[src/rtl/core/ssa_pkg.sv]
`timescale 1ns / 1ps
// ============================================================================
// ssa_pkg
// Shared types and constants for the sparse scatter-accumulate block.
// ============================================================================
package ssa_pkg;

  // Fixed field widths
  localparam int IDX_W     = 12;  // target index
  localparam int IN_W      = 16;  // Q1.15 weight and rate
  localparam int VAL_W     = 32;  // Q15.16 write value and entry read back
  localparam int PROD_W    = 2 * IN_W;
  localparam int PROD_SHIFT = 14; // Q2.30 -> Q15.16

  // Request codes
  localparam logic [1:0] REQ_ACC   = 2'd0;
  localparam logic [1:0] REQ_READ  = 2'd1;
  localparam logic [1:0] REQ_WRITE = 2'd2;

  // Stage-1 control handed to the update unit
  typedef struct packed {
    logic       valid;
    logic [1:0] kind;
    logic       in_range;
    logic       row_end;
  } upd_ctrl_t;

  // Decisions coming back from the update unit
  typedef struct packed {
    logic wr_en;
    logic set_sat;
    logic emit;
    logic row_done;
  } upd_res_t;

endpackage

[src/rtl/core/ssa_update.sv]
`timescale 1ns / 1ps
// ============================================================================
// ssa_update
// Modify step of the read-modify-write: scaled product add with saturation,
// clamped entry load, and the read-back value of a result.
// ============================================================================
module ssa_update #(
  parameter int ACC_WIDTH = 32
) (
  input  ssa_pkg::upd_ctrl_t              ctrl,
  input  logic signed [ACC_WIDTH-1:0]     old_value,
  input  logic signed [ssa_pkg::PROD_W-1:0] product,
  input  logic signed [ssa_pkg::VAL_W-1:0]  write_value,
  output ssa_pkg::upd_res_t               res,
  output logic signed [ACC_WIDTH-1:0]     new_value,
  output logic signed [ssa_pkg::VAL_W-1:0]  entry_value
);
  import ssa_pkg::*;

  localparam int CW = PROD_W - PROD_SHIFT;                       // contribution
  localparam int SW = ((ACC_WIDTH > CW) ? ACC_WIDTH : CW) + 1;   // sum
  localparam int WW = (ACC_WIDTH > VAL_W) ? ACC_WIDTH : VAL_W;   // common wide
  localparam logic [ACC_WIDTH-1:0] ACC_MAX = {1'b0, {(ACC_WIDTH-1){1'b1}}};
  localparam logic [ACC_WIDTH-1:0] ACC_MIN = {1'b1, {(ACC_WIDTH-1){1'b0}}};
  localparam logic [VAL_W-1:0]     OUT_MAX = {1'b0, {(VAL_W-1){1'b1}}};
  localparam logic [VAL_W-1:0]     OUT_MIN = {1'b1, {(VAL_W-1){1'b0}}};

  logic signed [CW-1:0]        contrib;
  logic signed [SW-1:0]        sum;
  logic                        sum_ovf;
  logic [ACC_WIDTH-1:0]        sum_sat;
  logic signed [WW-1:0]        wr_ext;
  logic                        wr_ovf;
  logic [ACC_WIDTH-1:0]        wr_sat;
  logic signed [ACC_WIDTH-1:0] shown;
  logic signed [WW-1:0]        shown_ext;
  logic                        out_ovf;

  // arithmetic shift right = floor division by 2^14
  assign contrib = product[PROD_W-1:PROD_SHIFT];
  assign sum     = SW'(old_value) + SW'(contrib);
  assign sum_ovf = !((&sum[SW-1:ACC_WIDTH-1]) || !(|sum[SW-1:ACC_WIDTH-1]));
  assign sum_sat = sum_ovf ? (sum[SW-1] ? ACC_MIN : ACC_MAX) : sum[ACC_WIDTH-1:0];

  assign wr_ext  = WW'(write_value);
  assign wr_ovf  = !((&wr_ext[WW-1:ACC_WIDTH-1]) || !(|wr_ext[WW-1:ACC_WIDTH-1]));
  assign wr_sat  = wr_ovf ? (wr_ext[WW-1] ? ACC_MIN : ACC_MAX) : wr_ext[ACC_WIDTH-1:0];

  always_comb begin
    res       = '0;
    new_value = sum_sat;
    shown     = '0;
    case (ctrl.kind)
      REQ_ACC: begin
        res.wr_en    = ctrl.valid && ctrl.in_range;
        res.set_sat  = ctrl.valid && ctrl.in_range && sum_ovf;
        res.emit     = ctrl.valid && ctrl.row_end;
        res.row_done = 1'b1;
        shown        = ctrl.in_range ? sum_sat : '0;
      end
      REQ_READ: begin
        res.emit = ctrl.valid;
        shown    = ctrl.in_range ? old_value : '0;
      end
      REQ_WRITE: begin
        res.wr_en = ctrl.valid && ctrl.in_range;
        new_value = wr_sat;
      end
      default: begin
        res = '0;
      end
    endcase
  end

  // wide accumulators are clamped to 32 bits on read-back
  assign shown_ext   = WW'(shown);
  assign out_ovf     = !((&shown_ext[WW-1:VAL_W-1]) || !(|shown_ext[WW-1:VAL_W-1]));
  assign entry_value = out_ovf ? (shown_ext[WW-1] ? OUT_MIN : OUT_MAX)
                               : shown_ext[VAL_W-1:0];

endmodule

[config.mk]
export PLATFORM = sky130hd
export DESIGN_NAME = ssa_update
export DESIGN_NICKNAME = d
export VERILOG_FILES = /design/src/rtl/core/ssa_pkg.sv /design/src/rtl/core/ssa_update.sv
export SDC_FILE = /design/constraint.sdc
export NUM_CORES = 1
export LEC_CHECK = 0
export BUFFER_PORTS_ARGS = -buffer_cell sky130_fd_sc_hd__buf_2
export CAP_MARGIN = 15
export CORE_MARGIN = 2
export CORE_UTILIZATION = 35
export DETAILED_ROUTE_END_ITERATION = 8
export PLACE_DENSITY = 0.66
export RECOVER_POWER = 100
export SETUP_SLACK_MARGIN = 0.1
export SLEW_MARGIN = 20
export SYNTH_ARGS = -nofsm -noshare
export SYNTH_HDL_FRONTEND = slang
export SYNTH_SLANG_ARGS = --single-unit
[constraint.sdc]
create_clock -name vclk -period 7.7
set_input_delay 1.155 -clock vclk [all_inputs]
set_output_delay 1.155 -clock vclk [all_outputs]
set_load 0.02 [all_outputs]
==> results of run 1 <==
final cells by class:
cell class / instances / area (sq um) / area share
multi-input cells: 427 / 2770 / 0.754
inverters: 14 / 52.6 / 0.0143
repair buffers: 157 / 717 / 0.195
well taps: 105 / 131 / 0.0358
stage by stage:
stage                     power [uW]  instances  cell area, sq um  utilization
after floorplan                  317        462              2960            -
after global placement           450        703              3770        0.459
after detailed placement         452        703              3770        0.459
after CTS                        455        703              3770        0.459
after global routing             482        703              3670        0.446
final                            442        703              3670        0.446
synthesized netlist by cell type, types with 6 or more instances:
cell type  instances  area share
a221oi_1           7       0.021
buf_2              7       0.012
ha_1              32        0.14
nand3_1           25       0.042
o211ai_1          20       0.051
xor2_1            14       0.041
o21ai_0           28       0.047
a21oi_1           67        0.11
a211o_1            6       0.018
xnor2_1           10       0.030
nand4_1            7       0.015
clkbuf_1          10       0.013
inv_1             14       0.018
nor3_1             9       0.015
a211oi_1           7       0.018
nor2_1            49       0.062
nand2_1           57       0.072
o21a_1             7       0.018
a21o_1            12       0.030
routing by layer:
layer / share of wire / global-route usage / up-vias
met1: 0.45 / 0.325 / 1846
met2: 0.47 / 0.450 / 167
li1: - / - / 2025
met4: 0.017 / 0.0500 / 0
met5: 0 / 0 / -
met3: 0.065 / 0.0164 / 12
kinds of logic (layout without fill, tap and decap cells):
kind of cell | after synthesis | in the layout
mux | 2 | 2
compound gates | 189 | 189
buf+inv | 35 | 171
simple gates | 178 | 178
fa+ha+maj | 33 | 33
xor+xnor | 25 | 25
how the worst min path moves through the flow:
stage | startpoint | endpoint
finish | write_value[31] | new_value[31]
detailed placement | write_value[31] | new_value[31]
floorplan | ctrl[3] | res[1]
global placement | ctrl[3] | res[1]
CTS | write_value[31] | new_value[31]
global route | write_value[31] | new_value[31]
power by group through the flow:
stage	clock, uW	sequential [uW]	combinational (uW)
floorplan	0	0	317
global placement	0	0	450
detailed placement	0	0	452
CTS	0	0	455
global route	0	0	482
finish	0	0	442
worst max-delay path: stages:
cell      delay [ns]
clkbuf_1        0.54
ha_1            0.50
a21oi_1         0.29
o21ai_0         0.20
a211oi_2        0.28
o211ai_1        0.15
a21o_1          0.18
o22ai_1         0.75
nand2_1         0.72
o211ai_1        0.29
clkbuf_1        0.27
==> impl_metrics.ini, run 1 <==
[status]
status = completed

[finish]
finalNetCount = 734
layout-drive-gt1-share = 0.192
area_delta_synth_final_pct = 24.0
layout_commonest_cell = buf_2
diodes = 0
register_area_sq_um = 0
layout_common_cells = 96 x buf_2, 68 x a21oi_1, 59 x clkbuf_1
nClkBuffers = 0
fillers = 962
seq_cells = 0

[yosys]
synth_fa_ha_area_frac = 0.142
synth_compound_area_frac = 0.433
yosys.area_share.simple = 0.283
synth-xor-area-share = 0.0804
synth_cells = 462
synth_cell_types = 59
synth_fp_nets = 596
synth_top_family_by_area = compound AO/OA/AOI/OAI gates
synthMuxAreaShare = 0.00761
syn_avg_cell_area_sq_um = 6.40
syn_area_sq_um = 2960
synth_sequential_area_ratio = 0
yosysWarnings = 0

[sta]
slew_headroom = 0.352
fin_crit_sh = 0.842
tns_ns = 0
fmax_mhz = 154
worst_hold_slack_ns = 2.64
finalSetupViolCount = 0
finalWorstSetupSlack_ns = 1.22
rsz0062_at_grt = no
finalHoldViolCount = 0
slew_violations = 0
finalCriticalPeriod_ns = 6.48
tightest_slew_ns = 0.973

[power_and_ir_drop]
p_comb_frac = 1.000
powerDensity_nw_per_um2 = 121
seqPwrFrac = 0
ir_drop_mv = 0.0637
internal_power_uw = 152
clockPowerShare = 0
p_leak_uw = 0.00163
switchingPower_uw = 291
p_sw_frac = 0.657

[floorplan]
die-width_microns = 95.9
num_io_pins = 169
start_util = 0.360
die_h_microns = 95.9
rows = 33
dieArea_sq_um = 9200
core_region_area_sq_um = 8220

[worst_setup_path]
cp_data_arrival_time_ns = 5.33
cp-startpoint = product[31]
crit_path_end = entry_value[18]
crit_required_ns = 6.55
cp-end-kind = primary output
critPathKind = input pin to primary output
crit_path_start_kind = input pin
crit_path_max_fanout = 16

[placement]
gp_congestion = 0.905
place_hpwl_microns = 9660
place_ws_ns = 1.85
io_buffers = 155

[global_route]
grtUsageTotal = 0.249
globalRoute.totalOverflow = 0
grt_pass1_wl_microns = 18300
antenna_found_initial = 0
grt_pass1_vias = 3859
grt_max_degree = 36

[clock_network]
postCtsSetupBuffers = 0
hold_buffers = 0
cts_resized = 0

[detailed_routing]
via_per_inst = 5.76
ant_nets = 0
routedWlPerCell_microns = 17.0
drt-total-wl_microns = 12000
dr.first_iter.drc_count = 172
drtPass1Iterations = 5
vias = 4050
drc = 0

[min_path]
hold_depth = 4
hold_class = input pin to primary output

[flow_run]
max_cap_viol_count = 0
Note: power is estimated with default switching activity, not from simulation.
==> inputs of run 2 (changes only) <==
==> constraint.sdc (replaced) <==
create_clock -name vclk -period 6.8
set_input_delay 1.02 -clock vclk [all_inputs]
set_output_delay 1.02 -clock vclk [all_outputs]
set_load 0.02 [all_outputs]
==> run 2 against run 1 <==
  * Sequential share of layout area unchanged
  * Hold slack worse by 0.27 ns
  * Wire length down 1.5%
  * Largest cell class unchanged
  * Highest routed layer unchanged
==> impl_metrics.ini, run 2 (synthesized netlist as in run 1, its figures left out) <==
[detailed_routing]
drtPass1Iterations = 5
routedWlPerCell_microns = 16.8
vias = 4049
ant_nets = 0
via_per_inst = 5.76
drt-total-wl_microns = 11800
dr.first_iter.drc_count = 211
drc = 0

[min_path]
hold_class = input pin to primary output
whs_endpoint = res[2]
hold_depth = 3
worst_hold_startpoint = ctrl[3]

[worst_setup_path]
critPathKind = input pin to primary output
crit_path_start_kind = input pin
cp-end-kind = primary output
crit_required_ns = 5.78
cp_data_arrival_time_ns = 4.94
crit_path_max_fanout = 23

[placement]
place_hpwl_microns = 9580
gp_congestion = 0.912
io_buffers = 155
dp_cells = 703

[power_and_ir_drop]
ir_drop_mv = 0.0618
power_uw = 497
p_leak_uw = 0.00163
powerDensity_nw_per_um2 = 135

[sta]
slew_violations = 0
tightest_slew_ns = 1.04
rsz0062_at_grt = no
fin_crit_sh = 0.876
tns_ns = 0
finalSetupViolCount = 0
finalCriticalPeriod_ns = 5.96
slew_headroom = 0.306
fmax_mhz = 168
finalHoldViolCount = 0

[finish]
diodes = 0
area_delta_synth_final_pct = 23.9
layout-drive-gt1-share = 0.196
register_area_sq_um = 0
layout_commonest_cell = buf_2
finalNetCount = 734
seq_cells = 0
nClkBuffers = 0
fin_util = 0.446
layout_common_cells = 97 x buf_2, 68 x a21oi_1, 58 x clkbuf_1
stdcell_count = 703

[floorplan]
num_io_pins = 169
dieArea_sq_um = 9200
die_h_microns = 95.9
core_region_area_sq_um = 8220
rows = 33
die-width_microns = 95.9
start_util = 0.360

[global_route]
grtUsageTotal = 0.245
grt_pass1_wl_microns = 18000
globalRoute.totalOverflow = 0
grt_pass1_vias = 3817
grt_max_degree = 36
antenna_found_initial = 0

[flow_run]
max_cap_viol_count = 0

[clock_network]
cts_resized = 0
postCtsSetupBuffers = 0
hold_buffers = 0

[status]
status = completed
==> run 2: cell count changes in the layout (fill, tap and decap cells not counted) <==
cell	previous run	this run
buf_2	96	97
clkbuf_1	59	58
nand2_1	58	57
nand2_2	0	1
nor2_2	0	1
nor2_4	1	0
==> run 2: routing by layer <==
metal | global-route usage | vias to the layer above | share of wire
li1 | - | 2026 | -
met3 | 0.0211 | 12 | 0.074
met4 | 0.0381 | 0 | 0.012
met2 | 0.450 | 192 | 0.47
met5 | 0 | - | 0
met1 | 0.316 | 1819 | 0.44
==> run 2: worst max path at each step <==
| stage | start | to | slack, ns | depth (start not counted) |
|---|---|---|---|---|
| finish | product[31] | new_value[12] | 0.84 | 11 |
| global route | product[31] | new_value[12] | 0.52 | 11 |
| CTS | old_value[0] | entry_value[14] | 1.21 | 12 |
| detailed placement | old_value[0] | entry_value[14] | 1.22 | 12 |
| global placement | old_value[0] | entry_value[14] | 1.26 | 12 |
| floorplan | old_value[0] | entry_value[4] | 2.19 | 12 |
==> run 2: metrics by stage <==
step           setup slack (ns)  hold WS (ns)  area (sq um)
3_3_place_gp               1.26          2.37          3770
3_5_place_dp               1.22          2.38          3770
5_1_grt                   0.524          2.40          3670
2_1_floorplan              2.19          2.12          2960
6_report                  0.842          2.38          3670
4_1_cts                    1.21          2.38          3770
==> run 2: area by class of cell <==
type / instances / area [sq um]
multi-input combinational: 427 / 2760
fill: 935 / 4550
tap: 105 / 131
timing repair buffer: 157 / 718
inverter: 14 / 52.6
==> run 2: power breakdown <==
part           switching (uW)  internal [uW]
Sequential                  0              0
Clock                       0              0
Combinational             325            172
Total                     325            172
==> run 2: worst max-delay path: stages <==
cell	delay [ns]
clkbuf_1	0.58
ha_1	0.50
a21oi_1	0.27
o21ai_0	0.18
a211oi_2	0.27
o21ai_1	0.16
a21oi_4	0.25
o22ai_1	0.33
nor2_2	0.91
a21oi_1	0.23
clkbuf_1	0.22
==> inputs of run 3 (changes only) <==
--- a/config.mk
+++ b/config.mk
@@ -12,6 +12,7 @@
 export DETAILED_ROUTE_END_ITERATION = 8
 export PLACE_DENSITY = 0.66
 export RECOVER_POWER = 100
+export REMOVE_ABC_BUFFERS = 1
 export SETUP_SLACK_MARGIN = 0.1
 export SLEW_MARGIN = 20
 export SYNTH_ARGS = -nofsm -noshare
==> run 3 against run 2 <==
  * Utilization increased by 0.21 points
  * Critical path depth unchanged
  * Wire length increased by 0.31%
  * Cell count increased by 0.28%
  * Maximum frequency decreased by 0.28%
==> impl_metrics.ini, run 3 (synthesized netlist as in run 1, its figures left out) <==
[global_route]
grt_pass1_wl_microns = 18000
grt_use_met1 = 0.315
busiest_layer = met2
use_met3 = 0.0164
met2_usage = 0.451
globalRoute.totalOverflow = 0
grt_max_degree = 21
antenna_found_initial = 0
grt_pass1_vias = 3633
grtUsageTotal = 0.243

[finish]
fillers = 927
register_area_sq_um = 0
multi_input_area_sq_um = 2760
postLayoutCellArea_sq_um = 3680
area_delta_synth_final_pct = 24.5
seq_cells = 0
diodes = 0
finalNetCount = 736
layout_commonest_cell = buf_2
layout-drive-gt1-share = 0.202
layout_common_cells = 99 x buf_2, 68 x a21oi_1, 57 x nand2_1
nClkBuffers = 0
stdcell_count = 705

[worst_setup_path]
crit_path_max_fanout = 20
crit_path_start_kind = input pin
critPathKind = input pin to primary output
cp_data_arrival_time_ns = 4.95
crit_required_ns = 5.78
crit_path_end = entry_value[14]
cp-end-kind = primary output
cp-startpoint = product[31]

[sta]
slew_headroom = 0.294
finalHoldViolCount = 0
finalCriticalPeriod_ns = 5.97
finalWorstSetupSlack_ns = 0.826
worst_hold_slack_ns = 2.37
fin_crit_sh = 0.879
tightest_slew_ns = 1.06
rsz0062_at_grt = no
finalSetupViolCount = 0
slew_violations = 0
tns_ns = 0
fmax_mhz = 167

[detailed_routing]
drtPass1Iterations = 4
dr.first_iter.drc_count = 175
via_per_inst = 5.73
drc = 0
routedWlPerCell_microns = 16.8
drt-total-wl_microns = 11800
ant_nets = 0
vias = 4039

[placement]
place_hpwl_microns = 9820
dp_cells = 705
gp_congestion = 0.931
place_area_sq_um = 3790
io_buffers = 155
place_ws_ns = 1.27

[floorplan]
rows = 33
die-width_microns = 95.9
core_region_area_sq_um = 8220
die_h_microns = 95.9
num_io_pins = 169
dieArea_sq_um = 9200
start_util = 0.360

[flow_run]
max_cap_viol_count = 0

[power_and_ir_drop]
ir_drop_mv = 0.0629
p_leak_uw = 0.00165
powerDensity_nw_per_um2 = 136

[status]
status = completed

[min_path]
hold_class = input pin to primary output

[clock_network]
hold_buffers = 0
cts_resized = 0
postCtsSetupBuffers = 0
## run 3: stage by stage
stage | power [uW] | util
floorplan | 350 | -
global placement | 510 | 0.461
detailed placement | 515 | 0.461
CTS | 517 | 0.461
global route | 547 | 0.448
finish | 501 | 0.448
## run 3: routing by layer
metal / part of all wire / up-vias
met2: 0.49 / 156
li1: - / 2022
met3: 0.065 / 9
met1: 0.44 / 1852
met5: 0 / -
met4: 0.0093 / 0
## run 3: where the power goes
group | internal, uW | total [uW] | leakage [uW] | switching [uW]
registers | 0 | 0 | 0 | 0
logic | 174 | 501 | 0.00165 | 327
clock network | 0 | 0 | 0 | 0
## run 3: critical path, stage by stage
cell	delay (ns)
clkbuf_1	0.58
ha_1	0.51
a21oi_1	0.28
o21ai_0	0.19
a211oi_2	0.26
o21ai_0	0.20
a21oi_4	0.26
nand3b_1	0.70
and3_1	0.45
a221o_1	0.32
clkbuf_1	0.18
## run 3: how the worst min path moves through the flow
stage | from | to | slack [ns] | cells after the start
final | write_value[31] | new_value[31] | 2.37 | 4
after floorplan | ctrl[2] | res[3] | 2.12 | 1
after global placement | ctrl[3] | res[1] | 2.36 | 3
after detailed placement | ctrl[3] | res[1] | 2.36 | 3
after global routing | ctrl[3] | res[2] | 2.39 | 3
after CTS | ctrl[3] | res[1] | 2.36 | 3
## run 3: layout make-up
type	instances	area share
tap	105	0.0357
inverter	14	0.0143
timing repair buffer	159	0.200
multi-input combinational	427	0.750
